## src/rtl/core/mdr_pkg.sv

```systemverilog
// Shared types and constants for the modular difference rotation core.
package mdr_pkg;

    localparam int DIFF_W  = 32;
    localparam int ROT_W   = 5;
    localparam int COUNT_W = 33;
    localparam int NCAND   = 4;

    localparam logic [COUNT_W-1:0] FULL_COUNT    = 33'h1_0000_0000;
    localparam logic [COUNT_W-1:0] MIN_COUNT_RST = 33'd1;

    typedef struct packed {
        logic [DIFF_W-1:0] diff;
        logic [ROT_W-1:0]  rotation;
    } src_beat_t;

    typedef struct packed {
        logic [DIFF_W-1:0]  rotated_diff;
        logic [COUNT_W-1:0] count;
        logic               is_best;
        logic               none_kept;
        logic               last;
    } dst_beat_t;

    // pairwise compares, gij = count[j] > count[i]
    typedef struct packed {
        logic g01;
        logic g02;
        logic g03;
        logic g12;
        logic g13;
        logic g23;
    } cmp_t;

endpackage

```

## src/rtl/core/modular_difference_rotation_core.sv

```systemverilog
// Rotation of a 32-bit modular difference: candidate list with exact counts.
//
// An input beat (diff, rotation) is taken every cycle the pipeline has room and
// yields one to four result beats, one per cycle unless the output stalls, in
// the order c1..c4; the final beat of an input carries last. The pipeline is
// five stages deep (operand forming, two 32x32 multipliers, count subtraction,
// threshold and pairwise compare, then the result emitter) plus the output
// register. The emitter sets the sustained rate: it takes a new input only once
// all beats of the one before are sent, a single beat for a trivial input or
// when nothing is kept, else one per kept candidate. The user must write
// min_count through cfg_we/cfg_wdata only while idle; the block does not enforce it.
module modular_difference_rotation_core (
    input  logic                    clk,
    input  logic                    rst_n,
    input  logic                    src_valid,
    output logic                    src_ready,
    input  mdr_pkg::src_beat_t      src_data,
    output logic                    dst_valid,
    input  logic                    dst_ready,
    output mdr_pkg::dst_beat_t      dst_data,
    input  logic                    cfg_we,
    input  logic [mdr_pkg::COUNT_W-1:0] cfg_wdata
);
    import mdr_pkg::*;

    logic [COUNT_W-1:0] min_count_reg;

    // ---------------- stage 1 operand forming (combinational) ----------------
    logic [5:0]          r2;
    logic [COUNT_W-1:0]  lowspan;
    logic [COUNT_W-1:0]  highspan;
    logic [DIFF_W-1:0]   x_c;
    logic [DIFF_W-1:0]   y_c;
    logic [DIFF_W-1:0]   yn_c;
    logic [DIFF_W-1:0]   base_c;
    logic [DIFF_W-1:0]   rot_c;
    logic [DIFF_W-1:0]   rotn_c;
    logic [COUNT_W-1:0]  a0_c;

    always_comb
    begin
        r2       = 6'd32 - {1'b0, src_data.rotation};
        lowspan  = COUNT_W'(1) << r2;
        highspan = COUNT_W'(1) << src_data.rotation;
        x_c      = src_data.diff & (lowspan[DIFF_W-1:0] - 32'd1);
        y_c      = src_data.diff >> r2;
        yn_c     = (y_c + 32'd1) & (highspan[DIFF_W-1:0] - 32'd1);
        base_c   = x_c << src_data.rotation;
        rot_c    = base_c | y_c;
        rotn_c   = base_c | yn_c;
        a0_c     = lowspan - {1'b0, x_c};
    end

    logic                s1_valid_reg;
    logic                s1_triv_reg;
    logic                s1_has4_reg;
    logic [DIFF_W-1:0]   s1_cand_reg [NCAND];
    logic [DIFF_W-1:0]   s1_a0_reg;
    logic [DIFF_W-1:0]   s1_y_reg;
    logic [DIFF_W-1:0]   s1_x_reg;
    logic [DIFF_W-1:0]   s1_yn_reg;
    logic [COUNT_W-1:0]  s1_hl_reg;
    logic [COUNT_W-1:0]  s1_xs_reg;

    logic                s2_valid_reg;
    logic                s2_triv_reg;
    logic                s2_has4_reg;
    logic [DIFF_W-1:0]   s2_cand_reg [NCAND];
    logic [COUNT_W-1:0]  s2_p0_reg;
    logic [COUNT_W-1:0]  s2_p2_reg;
    logic [COUNT_W-1:0]  s2_hl_reg;
    logic [COUNT_W-1:0]  s2_xs_reg;

    logic                s3_valid_reg;
    logic                s3_triv_reg;
    logic                s3_has4_reg;
    logic [DIFF_W-1:0]   s3_cand_reg [NCAND];
    logic [COUNT_W-1:0]  s3_cnt_reg  [NCAND];

    logic                s4_valid_reg;
    logic                s4_triv_reg;
    logic [NCAND-1:0]    s4_keep_reg;
    cmp_t                s4_cmp_reg;
    logic [DIFF_W-1:0]   s4_cand_reg [NCAND];
    logic [COUNT_W-1:0]  s4_cnt_reg  [NCAND];

    logic                em_valid_reg;
    logic                em_triv_reg;
    logic                em_none_reg;
    logic [NCAND-1:0]    em_pend_reg;
    logic [NCAND-1:0]    em_best_reg;
    logic [DIFF_W-1:0]   em_cand_reg [NCAND];
    logic [COUNT_W-1:0]  em_cnt_reg  [NCAND];

    logic                dst_valid_reg;
    dst_beat_t           dst_data_reg;
    dst_beat_t           dst_data_next;

    // ---------------- flow control ----------------
    logic             out_load;
    logic             em_fire;
    logic             em_last;
    logic             en_em;
    logic             en4;
    logic             en3;
    logic             en2;
    logic             en1;
    logic [NCAND-1:0] em_sel;
    logic [1:0]       em_idx;

    assign em_sel   = em_pend_reg & (~em_pend_reg + NCAND'(1));
    assign em_last  = (em_pend_reg & ~em_sel) == '0;
    assign out_load = !dst_valid_reg || dst_ready;
    assign em_fire  = em_valid_reg && out_load;
    assign en_em    = !em_valid_reg || (em_fire && em_last);
    assign en4      = !s4_valid_reg || en_em;
    assign en3      = !s3_valid_reg || en4;
    assign en2      = !s2_valid_reg || en3;
    assign en1      = !s1_valid_reg || en2;
    assign src_ready = en1;

    always_ff @(posedge clk or negedge rst_n)
    begin
        if (!rst_n)
        begin
            min_count_reg <= MIN_COUNT_RST;
        end
        else if (cfg_we)
        begin
            min_count_reg <= cfg_wdata;
        end
    end

    // valid bits
    always_ff @(posedge clk or negedge rst_n)
    begin
        if (!rst_n)
        begin
            s1_valid_reg  <= 1'b0;
            s2_valid_reg  <= 1'b0;
            s3_valid_reg  <= 1'b0;
            s4_valid_reg  <= 1'b0;
            em_valid_reg  <= 1'b0;
            dst_valid_reg <= 1'b0;
        end
        else
        begin
            if (en1)
            begin
                s1_valid_reg <= src_valid;
            end
            if (en2)
            begin
                s2_valid_reg <= s1_valid_reg;
            end
            if (en3)
            begin
                s3_valid_reg <= s2_valid_reg;
            end
            if (en4)
            begin
                s4_valid_reg <= s3_valid_reg;
            end
            if (en_em)
            begin
                em_valid_reg <= s4_valid_reg;
            end
            if (out_load)
            begin
                dst_valid_reg <= em_valid_reg;
            end
        end
    end

    // stage 1: split, rotate, multiplier operands
    always_ff @(posedge clk)
    begin
        if (en1)
        begin
            s1_triv_reg    <= (src_data.diff == '0) || (src_data.rotation == '0);
            s1_has4_reg    <= (x_c != '0);
            s1_cand_reg[0] <= rot_c - highspan[DIFF_W-1:0];
            s1_cand_reg[1] <= rot_c;
            s1_cand_reg[2] <= rotn_c - highspan[DIFF_W-1:0];
            s1_cand_reg[3] <= rotn_c;
            s1_a0_reg      <= a0_c[DIFF_W-1:0];
            s1_y_reg       <= y_c;
            s1_x_reg       <= x_c;
            s1_yn_reg      <= yn_c;
            s1_hl_reg      <= a0_c << src_data.rotation;
            s1_xs_reg      <= {1'b0, x_c} << src_data.rotation;
        end
    end

    // stage 2: products
    logic [2*DIFF_W-1:0] prod0;
    logic [2*DIFF_W-1:0] prod2;

    assign prod0 = s1_a0_reg * s1_y_reg;
    assign prod2 = s1_x_reg * s1_yn_reg;

    always_ff @(posedge clk)
    begin
        if (en2)
        begin
            s2_triv_reg <= s1_triv_reg;
            s2_has4_reg <= s1_has4_reg;
            s2_cand_reg <= s1_cand_reg;
            s2_p0_reg   <= prod0[COUNT_W-1:0];
            s2_p2_reg   <= prod2[COUNT_W-1:0];
            s2_hl_reg   <= s1_hl_reg;
            s2_xs_reg   <= s1_xs_reg;
        end
    end

    // stage 3: the complementary counts by subtraction
    always_ff @(posedge clk)
    begin
        if (en3)
        begin
            s3_triv_reg   <= s2_triv_reg;
            s3_has4_reg   <= s2_has4_reg;
            s3_cand_reg   <= s2_cand_reg;
            s3_cnt_reg[0] <= s2_p0_reg;
            s3_cnt_reg[1] <= s2_hl_reg - s2_p0_reg;
            s3_cnt_reg[2] <= s2_p2_reg;
            s3_cnt_reg[3] <= s2_xs_reg - s2_p2_reg;
        end
    end

    // stage 4: threshold and pairwise compares
    logic [NCAND-1:0] keep_c;
    cmp_t             cmp_c;

    always_comb
    begin
        for (int i = 0; i < NCAND; i++)
        begin
            keep_c[i] = (s3_cnt_reg[i] >= min_count_reg) && ((i < 2) || s3_has4_reg);
        end
        cmp_c.g01 = s3_cnt_reg[1] > s3_cnt_reg[0];
        cmp_c.g02 = s3_cnt_reg[2] > s3_cnt_reg[0];
        cmp_c.g03 = s3_cnt_reg[3] > s3_cnt_reg[0];
        cmp_c.g12 = s3_cnt_reg[2] > s3_cnt_reg[1];
        cmp_c.g13 = s3_cnt_reg[3] > s3_cnt_reg[1];
        cmp_c.g23 = s3_cnt_reg[3] > s3_cnt_reg[2];
    end

    always_ff @(posedge clk)
    begin
        if (en4)
        begin
            s4_triv_reg <= s3_triv_reg;
            s4_keep_reg <= keep_c;
            s4_cmp_reg  <= cmp_c;
            s4_cand_reg <= s3_cand_reg;
            s4_cnt_reg  <= s3_cnt_reg;
        end
    end

    // best pick: earlier kept ones strictly lower, later kept ones not higher
    logic [NCAND-1:0] best_c;
    logic [3:0]       k;
    cmp_t             g;

    always_comb
    begin
        k = s4_keep_reg;
        g = s4_cmp_reg;
        best_c[0] = k[0] & ~(k[1] & g.g01) & ~(k[2] & g.g02) & ~(k[3] & g.g03);
        best_c[1] = k[1] & (~k[0] | g.g01) & ~(k[2] & g.g12) & ~(k[3] & g.g13);
        best_c[2] = k[2] & (~k[0] | g.g02) & (~k[1] | g.g12) & ~(k[3] & g.g23);
        best_c[3] = k[3] & (~k[0] | g.g03) & (~k[1] | g.g13) & (~k[2] | g.g23);
    end

    // emitter: one result beat per cycle from the pending mask, while the output can load
    always_ff @(posedge clk)
    begin
        if (en_em)
        begin
            em_triv_reg <= s4_triv_reg;
            em_none_reg <= !s4_triv_reg && (s4_keep_reg == '0);
            em_pend_reg <= (s4_triv_reg || s4_keep_reg == '0) ? NCAND'(1) : s4_keep_reg;
            em_best_reg <= best_c;
            em_cand_reg <= s4_cand_reg;
            em_cnt_reg  <= s4_cnt_reg;
        end
        else if (em_fire)
        begin
            em_pend_reg <= em_pend_reg & ~em_sel;
        end
    end

    always_comb
    begin
        em_idx = '0;
        for (int i = NCAND - 1; i >= 0; i--)
        begin
            if (em_sel[i])
            begin
                em_idx = 2'(i);
            end
        end
    end

    always_comb
    begin
        dst_data_next.rotated_diff = em_cand_reg[em_idx];
        dst_data_next.count        = em_cnt_reg[em_idx];
        dst_data_next.is_best      = em_best_reg[em_idx];
        dst_data_next.none_kept    = 1'b0;
        dst_data_next.last         = em_last;
        if (em_triv_reg)
        begin
            // rotl(diff) equals diff here, and it sits in the c2 slot
            dst_data_next.rotated_diff = em_cand_reg[1];
            dst_data_next.count        = FULL_COUNT;
            dst_data_next.is_best      = 1'b1;
            dst_data_next.last         = 1'b1;
        end
        else if (em_none_reg)
        begin
            dst_data_next.rotated_diff = '0;
            dst_data_next.count        = '0;
            dst_data_next.is_best      = 1'b0;
            dst_data_next.none_kept    = 1'b1;
            dst_data_next.last         = 1'b1;
        end
    end

    always_ff @(posedge clk)
    begin
        if (em_fire)
        begin
            dst_data_reg <= dst_data_next;
        end
    end

    assign dst_valid = dst_valid_reg;
    assign dst_data  = dst_data_reg;

    // ---------------- assertions ----------------
    a_pend_nonempty: assert property (@(posedge clk) disable iff (!rst_n)
        em_valid_reg |-> (em_pend_reg != '0))
        else $error("emitter holds a beat with nothing pending");

    a_best_unique: assert property (@(posedge clk) disable iff (!rst_n)
        (em_valid_reg && !em_triv_reg && !em_none_reg) |-> $onehot(em_best_reg))
        else $error("kept candidates without exactly one best");

    a_single_beat: assert property (@(posedge clk) disable iff (!rst_n)
        (em_valid_reg && (em_triv_reg || em_none_reg)) |-> (em_pend_reg == NCAND'(1)))
        else $error("single-beat result with more than one beat pending");

    a_stall_holds: assert property (@(posedge clk) disable iff (!rst_n)
        (em_valid_reg && !out_load) |=> ($stable(em_pend_reg) && em_valid_reg))
        else $error("emitter advanced while output stalled");

endmodule

```

## config.mk

```make
export PLATFORM = sky130hd
export DESIGN_NAME = modular_difference_rotation_core
export DESIGN_NICKNAME = d
export VERILOG_FILES = /design/src/rtl/core/mdr_pkg.sv /design/src/rtl/core/modular_difference_rotation_core.sv
export SDC_FILE = /design/constraint.sdc
export NUM_CORES = 2
export LEC_CHECK = 0
export ABC_AREA = 0
export ABC_CLOCK_PERIOD_IN_PS = 15500
export BUFFER_PORTS_ARGS = -buffer_cell sky130_fd_sc_hd__buf_4
export CAP_MARGIN = 40
export CORE_MARGIN = 2
export CORE_UTILIZATION = 40
export DETAILED_ROUTE_END_ITERATION = 8
export SYNTH_ARGS = -nofsm -noshare
export SYNTH_HDL_FRONTEND = slang
export SYNTH_SLANG_ARGS = --single-unit
```

## constraint.sdc

```tcl
create_clock -name clk -period 15.5 [get_ports clk]
set_input_delay 1.55 -clock clk [delete_from_list [all_inputs] [get_ports clk]]
set_output_delay 1.55 -clock clk [all_outputs]
set_load 0.02 [all_outputs]
```

==> impl_metrics.yaml <==
run_status:
  status: "complete, no violations"
synthesis:
  synth_most_common_cell: "sky130_fd_sc_hd__edfxtp_1"
  postSynth.topFlopCell: "sky130_fd_sc_hd__edfxtp_1"
  number_of_synthesized_flops_with_an_enable_pin: 1457
  synth_cell_types: 102
  synth_top_cell_by_area: "sky130_fd_sc_hd__edfxtp_1"
  synth-async-reset-ratio_pct: 2.61
  syn-num-nets: 10574
  yosys_warnings: 0
  synth.cell_area_mm2: 0.104
  synth_seq_area_share_pct: 42.8
  synth_largest_type_area_fraction_pct: 41.9
  yosys-top-cells-count: "1457 x sky130_fd_sc_hd__edfxtp_1, 1214 x sky130_fd_sc_hd__inv_1, 881 x sky130_fd_sc_hd__fa_1, 821 x sky130_fd_sc_hd__nand2_1, 729 x sky130_fd_sc_hd__ha_1"
  syn_avg_cell_area_um2: 11.7
  ys_seq_elements: 1496
  syn-instance-count: 8889
  post_synth_main_area_contributors: "sky130_fd_sc_hd__edfxtp_1 42%, sky130_fd_sc_hd__fa_1 17%, sky130_fd_sc_hd__ha_1 8.7%"
floorplan:
  fp.coreArea_mm2: 0.260
  die_footprint_mm2: 0.265
  floorplan.die.width_um: 515
  die_y_um: 515
  fp-row-count: 187
  ioPinCount: 145
  start_util_pct: 40.2
placement:
  count_of_buffers_inserted_at_the_top_level_ports: 144
  place_hpwl_um: 250000
  routabilityCongestion: 0.981
  postPlaceCellArea_mm2: 0.110
clocking:
  path_clk_slew_ns: 0.07
  cts.root.buffer_cell: "sky130_fd_sc_hd__clkbuf_16"
  clock_insertion_delay_worst_skew_ns: 0.87
  cts_repair_resize_count: 0
  h_tree_depth: 4
  tritoncts.num_buffers: 160
  max-clock-path-buffers: 3
  holdBufCountCts: 0
  clock_tree_from_tritoncts: "built"
  clock-sinks: 1496
  count_of_buffers_added_by_post_cts_timing_repair_for_setup: 0
global_routing:
  antenna_violations_before_repair: 34
  grt_max_degree: 145
  globalRoute.totalOverflow: 0
  via_count_of_the_first_global_routing_pass: 71026
  grtUsageTotal_pct: 24.4
  grt_pass1_wl_um: 475000
worst_setup_path:
  regToRegStartpoint: "s1_y_reg[6]"
  worstPathMaxFanout: 43
  cp_data_arrival_time_ns: 10.97
  peak_per_stage_delay_on_the_critical_path_ns: 0.77
  crit_startpoint: "src_data[0]"
  setup.worst_path.start_class: "input pin"
  worst-r2r-cell-count: 25
  worst_setup_path_end_kind: "flop"
  reg2reg_slack_ns: 7.22
  crit_slowest_cell: "sky130_fd_sc_hd__o21ai_0"
  critical_path_class: "in2reg"
  critical_path_required_ns: 16.10
  worst_reg2reg_endpoint: "s2_p0_reg[32]"
timing:
  layout_min_cycle_time_ns: 10.37
  setup_viol: 0
  final_hold_viol_count: 0
  finalCritPeriodShare_pct: 66.9
  worst-slew-pin-transition_ns: 1.15
  final_max_tran_viols: 0
  relative_slew_margins_pct: 23.5
  setup-tns-final_ns: 0
  fin_skew_ns: 0.0904
  setup_repair_after_global_routing_missed_its_margin: "no"
  fmaxAchievable_mhz: 96.4
flow_run:
  max_cap_viol_count: 0
finish:
  areaGrowthSynthToFinish_pct: 10.6
  net_total_in_the_final_layout: 10693
  final_area_mm2: 0.115
  post_route_core_utilization_pct: 44.4
  filler_cell_count: 23892
  layout_cell_share_with_drive_strength_beyond_1_pct: 8.59
worst_hold_path:
  worstHoldStart: "s1_hl_reg[29]"
  min_path_cells: 0
  timing.hold.worst_endpoint: "s2_hl_reg[29]"
  worst_hold_path_type: "reg2reg"
detailed_routing:
  detailed_route_wire_length_per_cell_um: 25.6
  detail_route.drc_violations: 0
  drtIter0Drc: 6176
  detailroute.via_count: 68956
  final_antenna_net_count: 0
  drt-total-wl_um: 322000
  average_via_count_per_standard_cell: 5.49
  dr.pass1.iters: 6
[critical path, delay by kind of cell]
kind / cells / cell delay (ns)
buffers and inverters: 2 / 0.91
muxes: 3 / 1.09
AOI/OAI and AO/OA: 12 / 3.61
and+or+nand+nor: 7 / 1.90
xor gates and xnor gates: 1 / 0.08
adders and majority gates: 4 / 1.75
[per-stage QoR]
stage               instances  worst slack [ns]  hold WS, ns
CTS                     12539              5.48        0.379
detailed placement      12247              4.57        0.405
global route            12547              4.68        0.393
floorplan                8889              2.74        0.400
global placement        12215              4.70        0.400
finish                  12551              5.13        0.371
[routing by layer]
| metal | share of wire [%] | wire length (µm) | global-route usage [%] |
|---|---|---|---|
| met3 | 7.0 | 22500 | 4.16 |
| met4 | 4.5 | 14400 | 9.82 |
| met5 | 0.056 | 181 | 0 |
| met1 | 45 | 143000 | 34.6 |
| met2 | 44 | 141000 | 37.1 |
[final cells by class]
| class | count | area [µm²] | share of cell area, % |
|---|---|---|---|
| diodes | 11 | 27.5 | 0.0238 |
| clock buffers | 194 | 4150 | 3.60 |
| clock inverters | 98 | 1300 | 1.13 |
| inverters | 1215 | 4580 | 3.96 |
| multi-input cells | 5831 | 53800 | 46.6 |
| flip-flops and latches | 1496 | 44700 | 38.8 |
| well taps | 3402 | 4260 | 3.69 |
| repair buffers | 304 | 2600 | 2.25 |
[worst max-delay path by stage]
| stage | cells past startpoint | end | slack [ns] |
|---|---|---|---|
| 2_1_floorplan | 4 | s1_a0_reg[0] | 2.74 |
| 3_3_place_gp | 31 | s1_cand_reg[127] | 4.70 |
| 3_5_place_dp | 32 | s1_cand_reg[124] | 4.57 |
| 4_1_cts | 32 | s1_cand_reg[124] | 5.48 |
| 5_1_grt | 32 | s1_cand_reg[124] | 4.68 |
| 6_report | 29 | s1_cand_reg[124] | 5.13 |
[kinds of logic after synthesis]
kind of cell    after synthesis  share of synthesized area, %
xor+xnor                    361                          3.04
fa+ha+maj                  1610                          25.6
simple gates               2435                          11.7
compound gates             1152                          7.14
buf+inv                    1562                          5.71
mux                         273                          3.91
flops                      1496                          42.8
[cells in the final DEF (no fill, tap or decap), types with 33 or more instances in the layout]
master	n
sky130_fd_sc_hd__mux2_2	63
sky130_fd_sc_hd__nor2_1	330
sky130_fd_sc_hd__or2_2	42
sky130_fd_sc_hd__nand3_1	94
sky130_fd_sc_hd__xor2_1	77
sky130_fd_sc_hd__a21o_1	131
sky130_fd_sc_hd__mux2i_1	105
sky130_fd_sc_hd__nor3_1	81
sky130_fd_sc_hd__nand4_1	75
sky130_fd_sc_hd__fa_1	881
sky130_fd_sc_hd__clkbuf_16	160
sky130_fd_sc_hd__o21a_1	76
sky130_fd_sc_hd__nor2b_1	69
sky130_fd_sc_hd__inv_1	1210
sky130_fd_sc_hd__dfrtp_1	38
sky130_fd_sc_hd__nor4_1	36
sky130_fd_sc_hd__and2_1	695
sky130_fd_sc_hd__a21oi_1	278
sky130_fd_sc_hd__nand2_1	819
sky130_fd_sc_hd__a22o_1	36
sky130_fd_sc_hd__xnor2_1	283
sky130_fd_sc_hd__o21ai_0	280
sky130_fd_sc_hd__mux4_2	96
sky130_fd_sc_hd__nand2b_1	84
sky130_fd_sc_hd__o211ai_1	33
sky130_fd_sc_hd__buf_4	277
sky130_fd_sc_hd__a31oi_1	37
sky130_fd_sc_hd__edfxtp_1	1457
sky130_fd_sc_hd__ha_1	729
Power is left out: the tool's default activity adds up to more than one toggle a clock period on the data nets, which glitch-free logic cannot reach.
